<file path="src/design/jts_pkg.sv">
// ----------------------------------------------------------------------------
// JSON token scanner package
// Scanner state codes, token kind codes and the character constants used by
// the scanner.
// ----------------------------------------------------------------------------
package jts_pkg;

    // Scanner state.
    typedef enum logic [3:0] {
        ST_INITIAL   = 4'd0,
        ST_START     = 4'd1,
        ST_KEY       = 4'd2,
        ST_WAIT_KEY  = 4'd3,
        ST_DATA      = 4'd4,
        ST_STRING    = 4'd5,
        ST_NUMBER    = 4'd6,
        ST_WAIT_DATA = 4'd7,
        ST_ARRAY     = 4'd8,
        ST_END       = 4'd9
    } t_scan_state;

    // Token kinds.
    localparam logic [1:0] KIND_KEY   = 2'd0;
    localparam logic [1:0] KIND_VALUE = 2'd1;
    localparam logic [1:0] KIND_ARRAY = 2'd2;

    // Widths.
    localparam int unsigned CHAR_W  = 8;
    localparam int unsigned DEPTH_W = 8;

    // Characters.
    localparam logic [7:0] CH_DQUOTE = 8'h22;
    localparam logic [7:0] CH_SQUOTE = 8'h27;
    localparam logic [7:0] CH_DIGIT0 = 8'd48;
    localparam logic [7:0] CH_DIGIT9 = 8'd57;
    localparam logic [7:0] CH_LBRACE = 8'h7B;
    localparam logic [7:0] CH_RBRACE = 8'h7D;
    localparam logic [7:0] CH_LBRACK = 8'h5B;
    localparam logic [7:0] CH_RBRACK = 8'h5D;
    localparam logic [7:0] CH_COLON  = 8'h3A;
    localparam logic [7:0] CH_COMMA  = 8'h2C;

endpackage

</file>
<file path="src/design/json_token_scanner_top.sv">
// ----------------------------------------------------------------------------
// JSON token scanner
// Streams keys, string and number values and bracketed arrays out of a JSON
// text, one byte in per unstalled cycle, at most one token byte or end marker out.
// ----------------------------------------------------------------------------
// The scanner takes one byte of JSON text in every clock cycle while its
// input side is open and gives at most one result per byte in the next
// cycle through an output register. A byte whose result is still waiting may
// be taken in the same cycle that the result is transferred, so the block
// sustains one byte per cycle whenever the output side is ready; the scanner
// state and nesting depth update once per byte taken. Bytes that produce
// no result clear only the output valid flag, not the payload. Assert
// first_byte on the first byte of each text to restart the scanner. A
// number that is still open when the text ends never gets its end marker.
module json_token_scanner_top (
    input  logic                        i_clk,
    input  logic                        i_rst_n,
    input  logic                        i_in_valid,
    output logic                        o_in_ready,
    input  logic [jts_pkg::CHAR_W-1:0]  i_text_byte,
    input  logic                        i_first_byte,
    output logic                        o_out_valid,
    input  logic                        i_out_ready,
    output logic [1:0]                  o_token_kind,
    output logic [jts_pkg::DEPTH_W-1:0] o_token_level,
    output logic [jts_pkg::CHAR_W-1:0]  o_token_byte,
    output logic                        o_byte_present,
    output logic                        o_token_end
);
    import jts_pkg::*;

    t_scan_state        r_state, n_state, cur_state;
    logic [DEPTH_W-1:0] r_depth, n_depth, cur_depth;
    logic               r_out_valid;
    logic [1:0]         r_kind;
    logic [DEPTH_W-1:0] r_level;
    logic [CHAR_W-1:0]  r_byte;
    logic               r_present;
    logic               r_end;

    logic               in_xfer;
    logic               emit;
    logic [1:0]         emit_kind;
    logic               emit_present;
    logic               emit_end;
    logic               is_quote;
    logic               is_digit;
    logic               depth_inc;
    logic               depth_dec;
    logic [CHAR_W-1:0]  c;

    // The input side is open whenever the output register is empty or draining.
    assign o_in_ready = !r_out_valid || i_out_ready;
    assign in_xfer    = i_in_valid && o_in_ready;

    // A first byte restarts the scan before the byte is handled.
    assign c         = i_text_byte;
    assign cur_state = i_first_byte ? ST_INITIAL : r_state;
    assign cur_depth = i_first_byte ? '0 : r_depth;
    assign is_quote  = (c == CH_DQUOTE) || (c == CH_SQUOTE);
    assign is_digit  = (c >= CH_DIGIT0) && (c <= CH_DIGIT9);

    // Next scanner state and depth control.
    always_comb begin
        n_state   = cur_state;
        depth_inc = 1'b0;
        depth_dec = 1'b0;
        unique case (cur_state)
            ST_START: begin
                if (is_quote) n_state = ST_KEY;
            end
            ST_KEY: begin
                if (is_quote) n_state = ST_WAIT_KEY;
            end
            ST_WAIT_KEY: begin
                if (c == CH_COLON) n_state = ST_DATA;
            end
            ST_DATA: begin
                if (is_quote) begin
                    n_state = ST_STRING;
                end else if (is_digit) begin
                    n_state = ST_NUMBER;
                end else if (c == CH_LBRACE) begin
                    depth_inc = 1'b1;
                    n_state   = ST_START;
                end else if (c == CH_LBRACK) begin
                    n_state = ST_ARRAY;
                end
            end
            ST_STRING: begin
                if (is_quote) n_state = ST_WAIT_DATA;
            end
            ST_NUMBER: begin
                if (!is_digit) begin
                    if (c == CH_COMMA) begin
                        n_state = ST_START;
                    end else if (c == CH_RBRACE) begin
                        depth_dec = 1'b1;
                        n_state   = ST_END;
                    end else begin
                        n_state = ST_WAIT_DATA;
                    end
                end
            end
            ST_WAIT_DATA: begin
                if (c == CH_COMMA) begin
                    n_state = ST_START;
                end else if (c == CH_RBRACE) begin
                    depth_dec = 1'b1;
                    n_state   = ST_END;
                end
            end
            ST_ARRAY: begin
                if (c == CH_RBRACK) n_state = ST_WAIT_DATA;
            end
            ST_END: begin
                if (cur_depth != '0) n_state = ST_START;
            end
            default: begin
                if (c == CH_LBRACE) begin
                    depth_inc = 1'b1;
                    n_state   = ST_START;
                end
            end
        endcase
    end

    // Saturating depth update.
    always_comb begin
        n_depth = cur_depth;
        if (depth_inc && (cur_depth != '1)) begin
            n_depth = cur_depth + 1'b1;
        end else if (depth_dec && (cur_depth != '0)) begin
            n_depth = cur_depth - 1'b1;
        end
    end

    // Result decode for the current byte.
    always_comb begin
        emit         = 1'b0;
        emit_kind    = KIND_KEY;
        emit_present = 1'b0;
        emit_end     = 1'b0;
        unique case (cur_state)
            ST_KEY: begin
                emit         = 1'b1;
                emit_kind    = KIND_KEY;
                emit_present = !is_quote;
                emit_end     = is_quote;
            end
            ST_DATA: begin
                if (is_digit) begin
                    emit         = 1'b1;
                    emit_kind    = KIND_VALUE;
                    emit_present = 1'b1;
                end else if (!is_quote && (c == CH_LBRACK)) begin
                    emit         = 1'b1;
                    emit_kind    = KIND_ARRAY;
                    emit_present = 1'b1;
                end
            end
            ST_STRING: begin
                emit         = 1'b1;
                emit_kind    = KIND_VALUE;
                emit_present = !is_quote;
                emit_end     = is_quote;
            end
            ST_NUMBER: begin
                emit         = 1'b1;
                emit_kind    = KIND_VALUE;
                emit_present = is_digit;
                emit_end     = !is_digit;
            end
            ST_ARRAY: begin
                emit         = 1'b1;
                emit_kind    = KIND_ARRAY;
                emit_present = 1'b1;
                emit_end     = (c == CH_RBRACK);
            end
            default: begin
                emit = 1'b0;
            end
        endcase
    end

    // Scanner state registers.
    always_ff @(posedge i_clk) begin
        if (!i_rst_n) begin
            r_state <= ST_INITIAL;
            r_depth <= '0;
        end else if (in_xfer) begin
            r_state <= n_state;
            r_depth <= n_depth;
        end
    end

    // Output valid flag.
    always_ff @(posedge i_clk) begin
        if (!i_rst_n) begin
            r_out_valid <= 1'b0;
        end else if (in_xfer) begin
            r_out_valid <= emit;
        end else if (i_out_ready) begin
            r_out_valid <= 1'b0;
        end
    end

    // Output payload register.
    always_ff @(posedge i_clk) begin
        if (in_xfer && emit) begin
            r_kind    <= emit_kind;
            r_level   <= cur_depth;
            r_byte    <= emit_present ? c : '0;
            r_present <= emit_present;
            r_end     <= emit_end;
        end
    end

    assign o_out_valid    = r_out_valid;
    assign o_token_kind   = r_kind;
    assign o_token_level  = r_level;
    assign o_token_byte   = r_byte;
    assign o_byte_present = r_present;
    assign o_token_end    = r_end;

`ifndef SYNTHESIS
    // Every result carries either a content byte or an end marker.
    a_byte_or_end: assert property (@(posedge i_clk) disable iff (!i_rst_n)
        o_out_valid |-> (o_byte_present || o_token_end))
        else $error("result with neither content byte nor end marker");

    // An array ends only on its closing bracket, which is carried as content.
    a_array_end: assert property (@(posedge i_clk) disable iff (!i_rst_n)
        (o_out_valid && o_token_kind == KIND_ARRAY && o_token_end)
        |-> (o_byte_present && o_token_byte == CH_RBRACK))
        else $error("array end without closing bracket");

    // The depth only changes when a byte is transferred in.
    a_depth_hold: assert property (@(posedge i_clk) disable iff (!i_rst_n)
        ($past(i_rst_n) && !$past(in_xfer)) |-> $stable(r_depth))
        else $error("depth changed without an input transfer");

    // A waiting result is not overwritten by a byte that produces nothing.
    a_out_hold: assert property (@(posedge i_clk) disable iff (!i_rst_n)
        (o_out_valid && !i_out_ready) |=> o_out_valid)
        else $error("pending result lost");
`endif

endmodule

</file>
<file path="config.mk">
export PLATFORM = sky130hd
export DESIGN_NAME = json_token_scanner_top
export DESIGN_NICKNAME = d
export VERILOG_FILES = /design/src/design/jts_pkg.sv /design/src/design/json_token_scanner_top.sv
export SDC_FILE = /design/constraint.sdc
export NUM_CORES = 1
export LEC_CHECK = 0
export BUFFER_PORTS_ARGS = -buffer_cell sky130_fd_sc_hd__buf_4
export CORE_UTILIZATION = 45
export DETAILED_ROUTE_END_ITERATION = 12
export PLACE_DENSITY = 0.68
export SKIP_LAST_GASP = 1
export SLEW_MARGIN = 10
export SYNTH_ARGS = -nofsm -noshare
export SYNTH_HDL_FRONTEND = slang
export SYNTH_SLANG_ARGS = --single-unit
</file>
<file path="constraint.sdc">
create_clock -name i_clk -period 2.45 [get_ports i_clk]
set_input_delay 0.49 -clock i_clk [delete_from_list [all_inputs] [get_ports i_clk]]
set_output_delay 0.49 -clock i_clk [all_outputs]
set_load 0.005 [all_outputs]
</file>
# Word-level counts from Yosys, hierarchy flattened
# Index checks and enable logic that the tools add are counted.
[op_classes] addsub=2 order_cmp=2 eq_ne=18 n_mux=39 n_reduce_logical=17
[ops] op="4-bit two-way mux" count=17
[ops] op="4-bit one-hot mux with 9 select lines" count=1
[ops] op="8-bit by 6-bit equality test with 1-bit output (second input constant)" count=4
[ops] op="8-bit by 7-bit equality test with 1-bit output (second input constant)" count=4
[ops] op="8-bit two-way mux" count=3
[ops] op="4-bit by 3-bit equality test with 1-bit output (second input constant)" count=4
[ops] op="1-bit two-way mux" count=10
[ops] op="8-bit by 1-bit adder with 8-bit output (second input constant)" count=1
[ops] op="4-bit by 2-bit equality test with 1-bit output (second input constant)" count=2
[ops] op="4-bit equality test (second input constant)" count=2
[ops] op="8-bit by 6-bit >= comparator with 1-bit output (second input constant)" count=1
[ops] op="8-bit by 6-bit less-or-equal comparator with 1-bit output (second input constant)" count=1
[ops] op="8-bit != test (second input constant)" count=1
[ops] op="8-bit nonzero test" count=1
[ops] op="8-bit OR reduction" count=1
[ops] op="8-bit by 1-bit subtractor with 8-bit output (second input constant)" count=1
[ops] op="1-bit logical AND" count=6
[ops] op="1-bit one-hot mux with 2 select lines" count=3
[ops] op="2-bit one-hot mux with 3 select lines" count=1
[ops] op="4-bit by 1-bit equality test with 1-bit output (second input constant)" count=1
[ops] op="2-bit two-way mux" count=2
[ops] op="1-bit one-hot mux with 4 select lines" count=1
[ops] op="2-bit OR reduction" count=2
[ops] op="4-bit OR reduction" count=1
[ops] op="4 further kinds" count=7
[totals] reg_bits=33 input_bits=13 out_inout_bits=22

# Longest topological paths before layout
[depth] ltp_word=8 depth_mapped=13

# Worst setup path before layout
# No wires, ideal clock.
[synth_timing] path_kind="input -> register" start="input port i_first_byte" end="register r_depth[1]" setup_ps=125 t_arrival_ps=2515 setup_slack_ps=-190 cell_stages=13 n_path_buf=3 cell_sequence="clkbuf_1 > inv_1 > clkbuf_1 > nand2_1 > inv_1 > ha_1 > and3_1 > and3_1 > a31oi_1 > and2_4 > buf_6 > o311a_1 > o22ai_2"
[synth_between] elab_cells_between_ends=22 cone_classes="add/sub (2); eq/ne (10); mux (6); reduce/logical (4)"
[synth_lines] item="start, declared" line="json_token_scanner_top.sv:21" text="input logic i_first_byte,"
[synth_lines] item="8-bit two-way mux (*)" line="json_token_scanner_top.sv:59" text="assign cur_depth = i_first_byte ? '0 : r_depth;"
[synth_lines] item="net cur_depth[0]" line="json_token_scanner_top.sv:33" text="logic [DEPTH_W-1:0] r_depth, n_depth, cur_depth;"
[synth_lines] item="branches (longest 3 deep; another with 8-bit by 1-bit subtractor with 8-bit output)"
[synth_lines] item="8-bit two-way mux (*)" line="json_token_scanner_top.sv:131" text="if (depth_inc && (cur_depth != '1)) begin"
[synth_lines] item="end signal, assigned" line="json_token_scanner_top.sv:193" text="r_depth <= n_depth;"
[synth_lines] item="end, declared" line="json_token_scanner_top.sv:33"
# Mark *: on every way through the listed nets, which the timed path passes.
# A chain may end at the register's enable or synchronous reset.

# Worst setup path in the final report
[layout_timing] start="register r_depth[0]" end="register r_depth[1]"
[layout_between] elab_chain_len=5 elab_cells_between_ends=9 cone_classes="add/sub (2); eq/ne (1); mux (3); reduce/logical (3)"
[layout_rtl] item="8-bit two-way mux (*)" line="json_token_scanner_top.sv:59"
[layout_rtl] item="net cur_depth[0]" line="json_token_scanner_top.sv:33"
[layout_rtl] item="branches (longest 3 deep; another with 8-bit by 1-bit subtractor with 8-bit output)"
[layout_rtl] item="8-bit two-way mux (*)" line="json_token_scanner_top.sv:131"
# Marks and branches as above.

==> results.ini <==
[cts]
cts_tree = done
cts.repair_timing.setup_buffer_count = 0
clock-sinks = 33
count_of_hold_fix_buffers_inserted_at_cts = 0
h_tree_levels = 2
clock_path_buffers = 2
ctsRootBufferMaster = clkbuf_8
clkSlewWorstSetupHoldPaths_ns = 0.07
clk_latency_ns = 0.29
cts_resized = 0
numCtsBuffers = 5

[global_route]
grt.overflow.total = 0
gr-usage-all-layers_pct = 22.45
maximum_number_of_pins_on_one_net_before_global_route_repair = 19
first_global_vias = 1906
initial_antenna_violation_count = 0
grt_pass1_wl_um = 9045

[synthesis]
synth_xor_xnor_area_share_pct = 2.803
post_synth_mux_area_share_pct = 1.373
yosys.cell_types.count = 62
synth_top_area_share_pct = 27.46
syn_avg_cell_area_um2 = 9.038
syn_area_um2 = 2187
synth-compound-area-share_pct = 21.97
synth_cells = 242
post-synth-top-area-cell = edfxtp_1
ys_top_cells_by_area = edfxtp_1, dfxtp_1, o21ai_0
synth_top_family_by_area = simple AND/OR/NAND/NOR gates
post_synth_simple_gate_area_pct = 28.55
synth.yosys.seq_area_share_pct = 39.36
async_flop_share_pct = 0
synth-main-ff-cell = edfxtp_1
synth_edf_count = 20
post_synthesis_sequential_element_count = 33
synth_nets = 258
ys_warn_count = 0
synth_area_in_adders_pct = 1.716

[worst_setup_path]
timing.critical_path.fanout_max = 10
path_common_cell = and3_1
critPathMaxStageDelay_ns = 0.46
worstRegToRegCells = 9
reg2reg_setup_slack_ns = 0.26
rr_endpoint = r_depth[1]
slowest_stage = dfxtp_1
critPathTopFamily = simple AND/OR/NAND/NOR gates
setup.worst_path.end_class = flip-flop
r2r-start = r_depth[0]
critPathKind = reg2reg
crit_start = r_depth[0]
cp_num_buf_inv = 1
startpoint_type = flip-flop
path_cells = nand2_1 -> inv_1 -> ha_1 -> and3_1 -> and3_1 -> a31oi_2 -> and2_4 -> o311a_1 -> o22ai_2
worst_ep_required_time_ns = 2.66
arrival_time_at_the_worst_endpoint_ns = 2.40

[placed_design]
gp_congestion = 0.9678
detailedPlacementHpwl_um = 3905
buffer_ports.inserted = 34
post-place-ws_ns = 0.07941

[min_path]
min_delay_worst_endpoint = o_out_valid
min_delay_path_depth = 3
worstHoldStart = i_in_valid
min_path_type = in2reg

[detailed_routing]
detailroute.via_count = 1999
wl_per_cell_um = 15.94
avgViaCountPerCell = 6.003
firstDrtPassIters = 5
dr.first_iter.drc_count = 146
drcViolationCount = 0
drt-total-wl_um = 5308
antenna_left = 0

[die]
height_of_the_die_um = 71.72
design.core.area_um2 = 4504
dieArea_um2 = 5143
boundaryPins = 35
chipWidth_um = 71.72
initial_utilization_pct = 48.56
rows = 24

[power_and_ir_drop]
total_power_mw = 1.274
netSwitchingPower_uw = 306.7
ir_drop_mv = 0.2550
power_frac_clock_pct = 39.7
p_int_uw = 967.2
power_switching_share_pct = 24.08
combPwrFrac_pct = 12.6
power_per_cell_area_nw_per_um2 = 479.8
share_seq_of_total_power_pct = 47.7
total_leakage_power_nw = 1.057

[final_layout]
antenna_cells_inserted = 0
final_core_util_pct = 58.94
multi_input_area_um2 = 1242
final_cell_mix = buf_4, nand2_1, edfxtp_1
synthToLayoutAreaGrowth_pct = 21.40
area.sequential_um2 = 860.8
fill_cells = 416
layout.nets = 296
layout_commonest_cell = buf_4
final_layout_size_suffix_gt1_share_pct = 23.84

[timing]
clock.fmax_mhz = 456.1
final_max_slew_viol_count = 0
worst_hold_slack_ns = 0.4982
final_period_util_pct = 89.49
layout_min_cycle_time_ns = 2.192
finalHoldViolCount = 0
finalSetupTns_ns = 0
maxSlewHeadroom_pct = 67.81
worst_clock_skew_ns = 0.01493
timing.final.ws_setup_ns = 0.2576
max_slew.worst_pin.slew_ns = 0.4800
setup_viol = 0
rsz_0062_raised_after_global_routing = no

[job]
cap_violations = 0

[status]
outcome = finished, final reports clean

[through the flow]
step | cell area [um2] | cells
after floorplan | 2198 | 242
after global placement | 2549 | 325
after detailed placement | 2549 | 325
after CTS | 2655 | 333
after global routing | 2655 | 333
final | 2655 | 333
[sequential cells by signal, indices dropped and copies added, names as in the netlist]
signal and count:
o_byte_present 1, o_out_valid 1, o_token_byte 8, o_token_end 1, o_token_kind 2, o_token_level 8
r_depth 8, r_state 4
[Yosys cell counts, types with 2 or more instances]
master / n
edfxtp_1: 20
nand2_1: 20
o21ai_0: 16
a21oi_1: 15
nor2_1: 15
dfxtp_1: 13
and2_1: 11
and3_1: 9
clkbuf_1: 9
nand3_1: 9
inv_1: 8
nor3_1: 7
nor2b_1: 6
a31oi_1: 5
nand2b_1: 5
nor4_1: 4
xnor2_1: 4
a311oi_1: 3
and3b_1: 3
ha_1: 3
mux2i_1: 3
xor2_1: 3
a211oi_1: 2
a21o_1: 2
a22oi_1: 2
a32oi_1: 2
and4_1: 2
and4bb_2: 2
buf_1: 2
buf_2: 2
o22ai_1: 2
o31ai_1: 2
or2_2: 2
[power groups by stage]
| stage | sequential, mW | combinational [mW] | clock (mW) |
|---|---|---|---|
| after floorplan | 0.615 | 0.0997 | 0 |
| after global placement | 0.620 | 0.158 | 0 |
| after detailed placement | 0.620 | 0.159 | 0 |
| after CTS | 0.608 | 0.160 | 0.513 |
| after global routing | 0.609 | 0.178 | 0.536 |
| final | 0.608 | 0.161 | 0.505 |
[kinds of logic (layout without fill, tap and decap cells)]
logic type | Yosys count | in the layout
compound gates | 69 | 69
xor+xnor | 7 | 7
fa+ha+maj | 3 | 3
buf+inv | 22 | 61
flops | 33 | 33
mux | 3 | 3
simple gates | 105 | 105
[layer usage]
layer  track usage, %  wire, um
met1            30.33      2372
met2            34.80      2451
met3            6.751       441
met4            6.536        42
met5                0         0
[worst reg2reg max path, cell delays in order (launching register included)]
cell and delay, ns:
dfxtp_1 0.46, nand2_1 0.15, inv_1 0.10, ha_1 0.21, and3_1 0.20, and3_1 0.22
a31oi_2 0.13, and2_4 0.23, o311a_1 0.30, o22ai_2 0.13
[worst max path at each step]
| stage | to | cells past startpoint |
|---|---|---|
| floorplan | r_depth[1] | 13 |
| global placement | r_depth[1] | 11 |
| detailed placement | r_depth[1] | 11 |
| CTS | r_depth[1] | 9 |
| global route | r_depth[1] | 9 |
| finish | r_depth[1] | 9 |
[final cells by class]
type,instances,area share (%)
Multi-Input combinational cell,187,46.80
Timing Repair Buffer,45,13.20
Clock inverter,2,1.272
Tap cell,52,2.451
Sequential cell,33,32.42
Inverter,8,1.131
Clock buffer,6,2.733
Power figures use the tool's default switching activity.
